[src/rtl/core/pse_pkg.sv]
`default_nettype none

package pse_pkg;

  // Sizing of the sieve
  localparam int unsigned MaxLimit = 256;
  localparam int unsigned LimitW   = 9;
  localparam int unsigned AddrW    = 9;
  localparam int unsigned MultW    = LimitW + 1;
  localparam int unsigned MemDepth = MaxLimit + 1;

  localparam logic [LimitW-1:0] MaxLimitV = LimitW'(MaxLimit);
  localparam logic [LimitW-1:0] FirstCand = LimitW'(2);

  // One access to the composite mark memory
  typedef struct packed {
    logic             we;
    logic [AddrW-1:0] waddr;
    logic             wdata;
    logic             re;
    logic [AddrW-1:0] raddr;
  } mark_req_t;

endpackage

`default_nettype wire

[src/rtl/core/pse_mark_ram.sv]
`default_nettype none

module pse_mark_ram (
  input  wire logic               clk_i,
  input  wire pse_pkg::mark_req_t req_i,
  output logic                    rdata_o
);

  logic mem_q [pse_pkg::MemDepth];
  logic rdata_q;

  // Write port
  always_ff @(posedge clk_i) begin
    if (req_i.we) begin
      mem_q[req_i.waddr] <= req_i.wdata;
    end
  end

  // Registered read; a write to the same entry in the same cycle is forwarded
  always_ff @(posedge clk_i) begin
    if (req_i.re) begin
      if (req_i.we && (req_i.waddr == req_i.raddr)) begin
        rdata_q <= req_i.wdata;
      end else begin
        rdata_q <= mem_q[req_i.raddr];
      end
    end
  end

  assign rdata_o = rdata_q;

endmodule

`default_nettype wire

[src/rtl/core/prime_sieve_enumerator_unit.sv]
// One request at a time; in_stall_o is high from acceptance until the last result is loaded.
// Per request with limit n >= 2 the unit clears the mark memory for 2..n, checks each candidate
// 2..n in turn, marks every multiple of each prime found, and then flushes the last prime.
// First result (2) leaves once 3 is found, or at the flush when n = 2.
// Limit below 2: one result, loaded from StNone once the output register is free.
// Reset (rst_ni, asynchronous) clears the control; the mark memory is cleared per request.
`default_nettype none

module prime_sieve_enumerator_unit (
  input  wire logic                       clk_i,
  input  wire logic                       rst_ni,
  input  wire logic                       in_valid_i,
  output logic                            in_stall_o,
  input  wire logic [pse_pkg::LimitW-1:0] limit_i,
  output logic                            out_valid_o,
  input  wire logic                       out_stall_i,
  output logic [pse_pkg::LimitW-1:0]      prime_o,
  output logic                            last_o,
  output logic                            none_o
);

  localparam logic [2:0] StIdle  = 3'd0;
  localparam logic [2:0] StClear = 3'd1;
  localparam logic [2:0] StCheck = 3'd2;
  localparam logic [2:0] StMark  = 3'd3;
  localparam logic [2:0] StFlush = 3'd4;
  localparam logic [2:0] StNone  = 3'd5;

  logic [2:0]                   state_q, state_d;
  logic [pse_pkg::LimitW-1:0]   lim_q, lim_d;
  logic [pse_pkg::LimitW-1:0]   cand_q, cand_d;
  logic [pse_pkg::MultW-1:0]    mult_q, mult_d;
  logic [pse_pkg::LimitW-1:0]   pend_q, pend_d;
  logic                         pend_v_q, pend_v_d;

  logic                         out_valid_q;
  logic [pse_pkg::LimitW-1:0]   prime_q;
  logic                         last_q, none_q;

  pse_pkg::mark_req_t           req;
  logic                         marked;

  logic                         out_free, load;
  logic [pse_pkg::LimitW-1:0]   ld_prime;
  logic                         ld_last, ld_none;
  logic                         adv;
  logic [pse_pkg::LimitW-1:0]   lim_sat;
  logic [pse_pkg::MultW-1:0]    cand_inc, cand_dbl, mult_sum, lim_ext;

  assign out_free = !out_valid_q || !out_stall_i;
  assign lim_sat  = (limit_i > pse_pkg::MaxLimitV) ? pse_pkg::MaxLimitV : limit_i;
  assign lim_ext  = {1'b0, lim_q};
  assign cand_inc = {1'b0, cand_q} + pse_pkg::MultW'(1);
  assign cand_dbl = {cand_q, 1'b0};
  assign mult_sum = mult_q + {1'b0, cand_q};

  // Sieve sequencer
  always_comb begin
    state_d  = state_q;
    lim_d    = lim_q;
    cand_d   = cand_q;
    mult_d   = mult_q;
    pend_d   = pend_q;
    pend_v_d = pend_v_q;
    req      = '0;
    load     = 1'b0;
    ld_prime = pend_q;
    ld_last  = 1'b0;
    ld_none  = 1'b0;
    adv      = 1'b0;

    case (state_q)
      StIdle: begin
        if (in_valid_i) begin
          lim_d    = lim_sat;
          cand_d   = pse_pkg::FirstCand;
          pend_v_d = 1'b0;
          if (lim_sat < pse_pkg::FirstCand) begin
            state_d = StNone;
          end else begin
            state_d = StClear;
          end
        end
      end
      StClear: begin
        req.we    = 1'b1;
        req.waddr = cand_q;
        req.wdata = 1'b0;
        if (cand_q == lim_q) begin
          cand_d    = pse_pkg::FirstCand;
          req.re    = 1'b1;
          req.raddr = pse_pkg::FirstCand;
          state_d   = StCheck;
        end else begin
          cand_d = cand_inc[pse_pkg::LimitW-1:0];
        end
      end
      StCheck: begin
        if (marked) begin
          adv = 1'b1;
        end else if (!pend_v_q || out_free) begin
          // new prime: release the previous one, hold this one back
          load     = pend_v_q;
          pend_d   = cand_q;
          pend_v_d = 1'b1;
          if (cand_dbl > lim_ext) begin
            adv = 1'b1;
          end else begin
            mult_d  = cand_dbl;
            state_d = StMark;
          end
        end
      end
      StMark: begin
        req.we    = 1'b1;
        req.waddr = mult_q[pse_pkg::AddrW-1:0];
        req.wdata = 1'b1;
        if (mult_sum > lim_ext) begin
          adv = 1'b1;
        end else begin
          mult_d = mult_sum;
        end
      end
      StFlush: begin
        if (out_free) begin
          load    = 1'b1;
          ld_last = 1'b1;
          state_d = StIdle;
        end
      end
      StNone: begin
        if (out_free) begin
          load     = 1'b1;
          ld_prime = '0;
          ld_last  = 1'b1;
          ld_none  = 1'b1;
          state_d  = StIdle;
        end
      end
      default: begin
        state_d = StIdle;
      end
    endcase

    // Step to the next candidate and read its mark, or flush after the last candidate
    if (adv) begin
      if (cand_inc > lim_ext) begin
        state_d = StFlush;
      end else begin
        cand_d    = cand_inc[pse_pkg::LimitW-1:0];
        req.re    = 1'b1;
        req.raddr = cand_inc[pse_pkg::AddrW-1:0];
        state_d   = StCheck;
      end
    end
  end

  always_ff @(posedge clk_i or negedge rst_ni) begin
    if (!rst_ni) begin
      state_q  <= StIdle;
      cand_q   <= pse_pkg::FirstCand;
      mult_q   <= '0;
      pend_v_q <= 1'b0;
    end else begin
      state_q  <= state_d;
      cand_q   <= cand_d;
      mult_q   <= mult_d;
      pend_v_q <= pend_v_d;
    end
  end

  always_ff @(posedge clk_i) begin
    lim_q  <= lim_d;
    pend_q <= pend_d;
  end

  // Output register
  always_ff @(posedge clk_i or negedge rst_ni) begin
    if (!rst_ni) begin
      out_valid_q <= 1'b0;
    end else if (load) begin
      out_valid_q <= 1'b1;
    end else if (!out_stall_i) begin
      out_valid_q <= 1'b0;
    end
  end

  always_ff @(posedge clk_i) begin
    if (load) begin
      prime_q <= ld_prime;
      last_q  <= ld_last;
      none_q  <= ld_none;
    end
  end

  pse_mark_ram u_mark_ram (
    .clk_i   (clk_i),
    .req_i   (req),
    .rdata_o (marked)
  );

  assign in_stall_o  = (state_q != StIdle);
  assign out_valid_o = out_valid_q;
  assign prime_o     = prime_q;
  assign last_o      = last_q;
  assign none_o      = none_q;

endmodule

`default_nettype wire

[config.mk]
export PLATFORM = sky130hd
export DESIGN_NAME = prime_sieve_enumerator_unit
export DESIGN_NICKNAME = d
export VERILOG_FILES = /design/src/rtl/core/pse_pkg.sv /design/src/rtl/core/pse_mark_ram.sv /design/src/rtl/core/prime_sieve_enumerator_unit.sv
export SDC_FILE = /design/constraint.sdc
export NUM_CORES = 1
export LEC_CHECK = 0
export BUFFER_PORTS_ARGS = -buffer_cell sky130_fd_sc_hd__buf_2
export CAP_MARGIN = 0
export CORE_ASPECT_RATIO = 0.9
export CORE_MARGIN = 2
export CORE_UTILIZATION = 40
export CTS_BUF_LIST = sky130_fd_sc_hd__clkbuf_4
export CTS_CLUSTER_DIAMETER = 40
export DETAILED_ROUTE_END_ITERATION = 8
export SYNTH_ARGS = -nofsm -noshare
export SYNTH_HDL_FRONTEND = slang
export SYNTH_SLANG_ARGS = --single-unit
[constraint.sdc]
create_clock -name clk_i -period 7 [get_ports clk_i]
set_input_delay 1.4 -clock clk_i [delete_from_list [all_inputs] [get_ports clk_i]]
set_output_delay 1.4 -clock clk_i [all_outputs]
set_load 0.01 [all_outputs]
After elaboration in Yosys (flattened, before gate mapping)
Memory sizes are Yosys's and may differ from the RTL's. A register that Yosys moved wholly into a read port is not among the register bits. Index checks and enable logic that the tools add are counted.

Magnitude comparators: 5. Reductions and logical operators: 15. Eq/ne operators: 19. Add/sub/neg operators: 2. Bitwise gates (word level): 1. Multiplexer cells: 45.

Operators with widths (number): two-way mux 10 bit (8); two-way mux 9 bit (7); > comparator 10 x 9 -> 1 bit (3); two-way mux 3 bit (9); case mux 11 bit (2 select lines) (1); case mux 10 bit (2 select lines) (1); case mux 9 bit (2 select lines) (1); inequality test 3 bit, second input constant (5); case mux 3 bit (5 select lines) (1); two-way mux 1 bit (14); inequality test 2 bit, second input constant (6); adder 10 x 9 -> 10 bit (1); adder 9 x 1 -> 10 bit, second input constant (1); equality test 9 bit (1); > comparator 9 bit, second input constant (1); less-than comparator 9 x 2 -> 1 bit, second input constant (1); AND reduction 7 bit (1); equality test 3 x 2 -> 1 bit, second input constant (2); equality test 3 bit, second input constant (2); case mux 1 bit (2 select lines) (3); AND reduction 5 bit (1); AND reduction 4 bit (1); nonzero test 2 bit (2); equality test 3 x 1 -> 1 bit, second input constant (1); other kinds (10) (13).

Word-level logic and storage cells: 98. Memories: 1. Output and inout bits: 13. Memory bits (writable): 257. Register bits after elaboration: 53.

Memories: u_mark_ram.mem_q (depth 257, width 1, rd ports 1, clocked after Yosys merged registers in 1, wr ports 1, line pse_mark_ram.sv:9) `logic mem_q [pse_pkg::MemDepth];`.

Longest topological paths before layout
Depth in word-level cells: 8. Gate-level depth with buffers: 25. Gate-level depth less buffers: 22.

Cells and area by module
Synthesis repeated with hierarchy kept, for this count alone.

Cell total of the unflattened synthesis: 1178. Area, all modules: 15184.6 sq um.

Modules (own cells, without submodules): pse_mark_ram (cells an instance 811, instances 1, sequential area each 7747.4 sq um, area an instance 11513.5 sq um); prime_sieve_enumerator_unit (cells an instance 367, instances 1, sequential area each 1472.7 sq um, area an instance 3671.0 sq um).

Least setup slack after synthesis
Ideal clock, no wire load.

Path type: reg2reg. Start: register state_q[2]. End: memory u_mark_ram.mem_q[0], data pin. Setup time: 1073 ps. Setup slack: 1018 ps. Arrival: 4909 ps. Clock period less this slack: 5982 ps. Path buffers: 2. Cell stages (with the launch flop): 5. Cells stage by stage: dfrtp_1 -> buf_6 -> nand3b_4 -> inv_2 -> clkbuf_1.

RTL lines: from (decl) (line prime_sieve_enumerator_unit.sv:29) `logic [2:0] state_q, state_d;`; from (signal assigned) (line prime_sieve_enumerator_unit.sv:160) `state_q <= StIdle;`; from (signal assigned) (line prime_sieve_enumerator_unit.sv:165) `state_q <= state_d;`; to (decl) (line pse_mark_ram.sv:9).

Worst setup path after layout
Start: register cand_q[0] in the netlist's numbering. End: register u_mark_ram.rdata_q (netlist: u_mark_ram.rdata_o) (read register of u_mark_ram.mem_q), data pin.

Word-level cells in the longest chain between the ends: 6. Elaborated cells between the ends (all ways): 15.

Ends and longest elaborated chain: from (decl) (line prime_sieve_enumerator_unit.sv:31) `logic [pse_pkg::LimitW-1:0] cand_q, cand_d;`; from (signal assigned) (line prime_sieve_enumerator_unit.sv:161) `cand_q <= pse_pkg::FirstCand;`; from (signal assigned) (line prime_sieve_enumerator_unit.sv:166) `cand_q <= cand_d;`; branches (longest 5 deep; another with adder 10 x 9 -> 10 bit); two-way mux 10 bit (*) (line prime_sieve_enumerator_unit.sv:146) `if (adv) begin`; to (decl) (line pse_mark_ram.sv:10) `logic rdata_q;`.

Mark *: on every way between the ends. A chain may end at the register's enable or synchronous reset.

==> metrics.log <==
INFO  metric number_of_flops_mapped_to_enable_cells_by_yosys = 287
INFO  metric intPower = 4.07 mW
INFO  metric route.detailed.drc = 0
INFO  metric route.detailed.vias_per_inst = 5.77
INFO  metric synth-main-ff-cell = sky130_fd_sc_hd__edfxtp_1
INFO  metric grt_pass1_vias = 11300
INFO  metric grt_setup_unrepaired = no
INFO  metric cts_max_path_buffers = 3
INFO  metric synthArstFlopShare = 7.72%
INFO  metric worstPathMaxFanout = 46
INFO  metric power.clock.fraction = 25.0%
INFO  metric leakage = 6.05 nW
INFO  metric cts.sink_count = 311
INFO  metric power.share.switching = 40.0%
INFO  metric wl_met3 = 4190 um
INFO  metric clk_pin_slew = 70 ps
INFO  metric run_status = complete, no violations
INFO  metric max_clock_freq = 160 MHz
INFO  metric yosys_register_bits = 311
INFO  metric postPlaceCellArea = 16400 um^2
INFO  metric routed-wl-met2 = 20600 um
INFO  metric postCtsSetupRepairBufs = 0
INFO  metric drt-total-wl = 46300 um
INFO  metric netlist.top_cell.by_area = sky130_fd_sc_hd__edfxtp_1
INFO  metric global_route.usage.total = 23.1%
INFO  metric final_worst_clock_skew = 66.6 ps
INFO  metric worst_r2r_path_depth = 19
INFO  metric stdcell_area = 17500 um^2
INFO  metric place_inst = 1907
INFO  metric timing_worst_slew_pin_value = 1230 ps
INFO  metric postRouteAntennaNets = 0
INFO  metric yosys-top-cells-area = sky130_fd_sc_hd__edfxtp_1 (55%), sky130_fd_sc_hd__nor2_1 (7.3%), sky130_fd_sc_hd__dfrtp_1 (3.7%)
INFO  metric die_width = 213 um
INFO  metric number_of_max_slew_violations_in_the_final_report = 0
INFO  metric vdd_drop_max = 218 uV
INFO  metric drive_above_1_share = 16.3%
INFO  metric postSynthAreaPerCell = 11.1 um^2
INFO  metric ctsResizeCount = 0
INFO  metric final_nets = 1517
INFO  metric power.combinational.fraction = 39.2%
INFO  metric crit_path_to = u_mark_ram.rdata_o
INFO  metric place.port_buffers = 25
INFO  metric max_layer_used = met4
INFO  metric critical_path.max_stage_delay = 750 ps
INFO  metric grt_remaining_overflow = 0
INFO  metric timing_startpoint_of_the_critical_path = cand_q[0]
INFO  metric layout-area-overhead-vs-synth = 11.0%
INFO  metric wire_per_inst = 22.5 um
INFO  metric start_kind = flip-flop
INFO  metric max_cap_violations = 0
INFO  metric layout_common_cells = sky130_fd_sc_hd__nor2_1 (304), sky130_fd_sc_hd__edfxtp_1 (287), sky130_fd_sc_hd__nand2_1 (129)
INFO  metric grt_first_pass_wirelength = 69400 um
INFO  metric final.setup.tns = 0 ps
INFO  metric final.min_clock_period = 6270 ps
INFO  metric timing_hold_violations_final = 0
INFO  metric mostFrequentLayoutCell = sky130_fd_sc_hd__nor2_1
INFO  metric critical_path.n_buffers_inverters = 2
INFO  metric tritoncts.num_buffers = 83
INFO  metric timing.rr.start = cand_q[0]
INFO  metric vias = 11800
INFO  metric ctsHtreeMaxLevel = 3
INFO  metric ys_seq_area_share = 58.6%
INFO  metric synth_nets = 1469
INFO  metric row_count = 68
INFO  metric worstSkewPairLatency = 780 ps
INFO  metric p_per_area = 389 nW/um^2
INFO  metric cp_capture_type = flip-flop
INFO  metric fin_cells = 2052
INFO  metric layout.core_utilization = 45.3%
INFO  metric met1Wirelength = 20100 um
INFO  metric seq_power_share = 35.8%
INFO  metric synthesis.instances = 1419
INFO  metric routabilityCongestion = 0.928
INFO  metric timing.final.setup_violations = 0
INFO  metric netlist_area = 15700 um^2
INFO  metric min-delay-path-class = flip-flop to flip-flop
INFO  metric die_area = 40900 um^2
INFO  metric core_area = 38500 um^2
INFO  metric cp_cell_sequence = buf_4, ha_2, nand3_1, nor2_1, and3_1, xnor2_1, inv_1, ha_1, a21oi_1, nor4b_1, o21a_1, a21oi_2, nor2_8, mux2i_1, mux2i_1, a32o_1, a211oi_1, a2bb2oi_1, o32ai_1
INFO  metric path_depth = 19
INFO  metric synth.top_cell.area_share = 54.8%
INFO  metric cts_hold_buf = 0
INFO  metric timing.setup.critical_path_class = flip-flop to flip-flop
INFO  metric io-pin-count = 26
INFO  metric antenna_violations_before_repair = 2
INFO  metric final_min_period_over_clock_period = 89.6%
INFO  metric grt_start_max_net_pins = 139
INFO  metric whs_path_depth = 1
INFO  metric cpMaxStageDelayCell = sky130_fd_sc_hd__nor2_8
INFO  metric cpMostUsedCell = sky130_fd_sc_hd__mux2i_1
INFO  metric detail_route.iter0.violations = 1297
INFO  metric setup.reg_to_reg.worst_slack = 730 ps
INFO  metric clock_tree.root_cell = sky130_fd_sc_hd__clkbuf_4
INFO  metric synthesis.yosys.warnings = 0
INFO  metric ys_types = 91
INFO  metric detailedPlacementHpwl = 28100 um
INFO  metric dieHeight = 192 um
INFO  metric critical_path_arrival = 6800 ps
INFO  metric timing.critical_path.max_delay_family = compound AO/OA/AOI/OAI gates
INFO  metric starting_density_of_the_core = 40.8%
INFO  metric regToRegEndpoint = u_mark_ram.rdata_o
INFO  metric slew_headroom = 18.1%
INFO  metric worstPathRequired = 7530 ps
INFO  metric cts_tree = yes
INFO  metric total_switching_power = 2.71 mW
INFO  metric drt_pass1_iterations = 8
-- cell usage after synthesis (23+ instances only) --
cell / count
sky130_fd_sc_hd__edfxtp_1: 287
sky130_fd_sc_hd__a21oi_1: 49
sky130_fd_sc_hd__ha_1: 36
sky130_fd_sc_hd__dfrtp_1: 23
sky130_fd_sc_hd__clkbuf_1: 59
sky130_fd_sc_hd__nor2_1: 304
sky130_fd_sc_hd__mux2i_1: 56
sky130_fd_sc_hd__mux2_2: 27
sky130_fd_sc_hd__o21ai_0: 57
sky130_fd_sc_hd__nand2_1: 129
sky130_fd_sc_hd__nand3_1: 44
sky130_fd_sc_hd__inv_1: 28
-- worst register-to-register path, delay by kind of cell, from the launching register on --
kind	cells	cell delay, ps
AOI/OAI and AO/OA	7	2070
xor gates and xnor gates	1	200
adders and majority gates	2	660
buffers and inverters	2	620
DFF	1	370
muxes	2	560
and+or+nand+nor	5	1550
-- sequential cells by signal, summed over array words and instances (netlist names) --
| name | cells |
|---|---|
| lim_q | 9 |
| u_mark_ram.rdata_o | 1 |
| none_o | 1 |
| out_valid_o | 1 |
| u_mark_ram.mem_q | 257 |
| pend_v_q | 1 |
| mult_q | 10 |
| cand_q | 9 |
| last_o | 1 |
| prime_o | 9 |
| pend_q | 9 |
| state_q | 3 |
-- layer usage --
layer  track usage, %  up-vias
met2             35.6      577
li1                 -     5346
met1             31.4     5814
met5                0        -
met4             8.04        0
met3             6.08      101
-- per-stage QoR --
stage	power [mW]	hold slack [ps]	setup WS (ps)
after CTS	6.78	509	821
after global placement	5.06	489	826
final	6.79	513	731
after floorplan	4.23	448	1020
after detailed placement	5.07	494	819
after global routing	7.11	535	434
-- power by group through the flow --
stage                     Sequential (mW)  Combinational, mW  Clock [mW]
after CTS                            2.43               2.61        1.73
after detailed placement             2.47               2.60           0
final                                2.43               2.66        1.70
after floorplan                      2.48               1.75           0
after global routing                 2.44               2.85        1.82
after global placement               2.46               2.59           0
-- worst min-delay path by stage --
stage,start,end
after global placement,pend_v_q,pend_v_q
after detailed placement,pend_v_q,pend_v_q
after global routing,pend_q[3],prime_o[3]
after floorplan,cand_q[8],pend_q[8]
final,pend_v_q,pend_v_q
after CTS,pend_v_q,pend_v_q
-- cell type report --
class	instances	area, um^2
multi-input combinational	987	6010
inverter	30	118
antenna	3	7.51
clock buffer	122	916
sequential	311	9220
tap	525	657
fill	3706	21100
timing repair buffer	54	343
clock inverter	20	190
-- cells by family after synthesis --
family	share of synthesized area [%]
and+or+nand+nor	16.6
DFF	58.6
AOI/OAI and AO/OA	11.1
buffers and inverters	3.32
muxes	5.99
adders and majority gates	2.99
xor gates and xnor gates	1.45
Power figures use the tool's default switching activity.
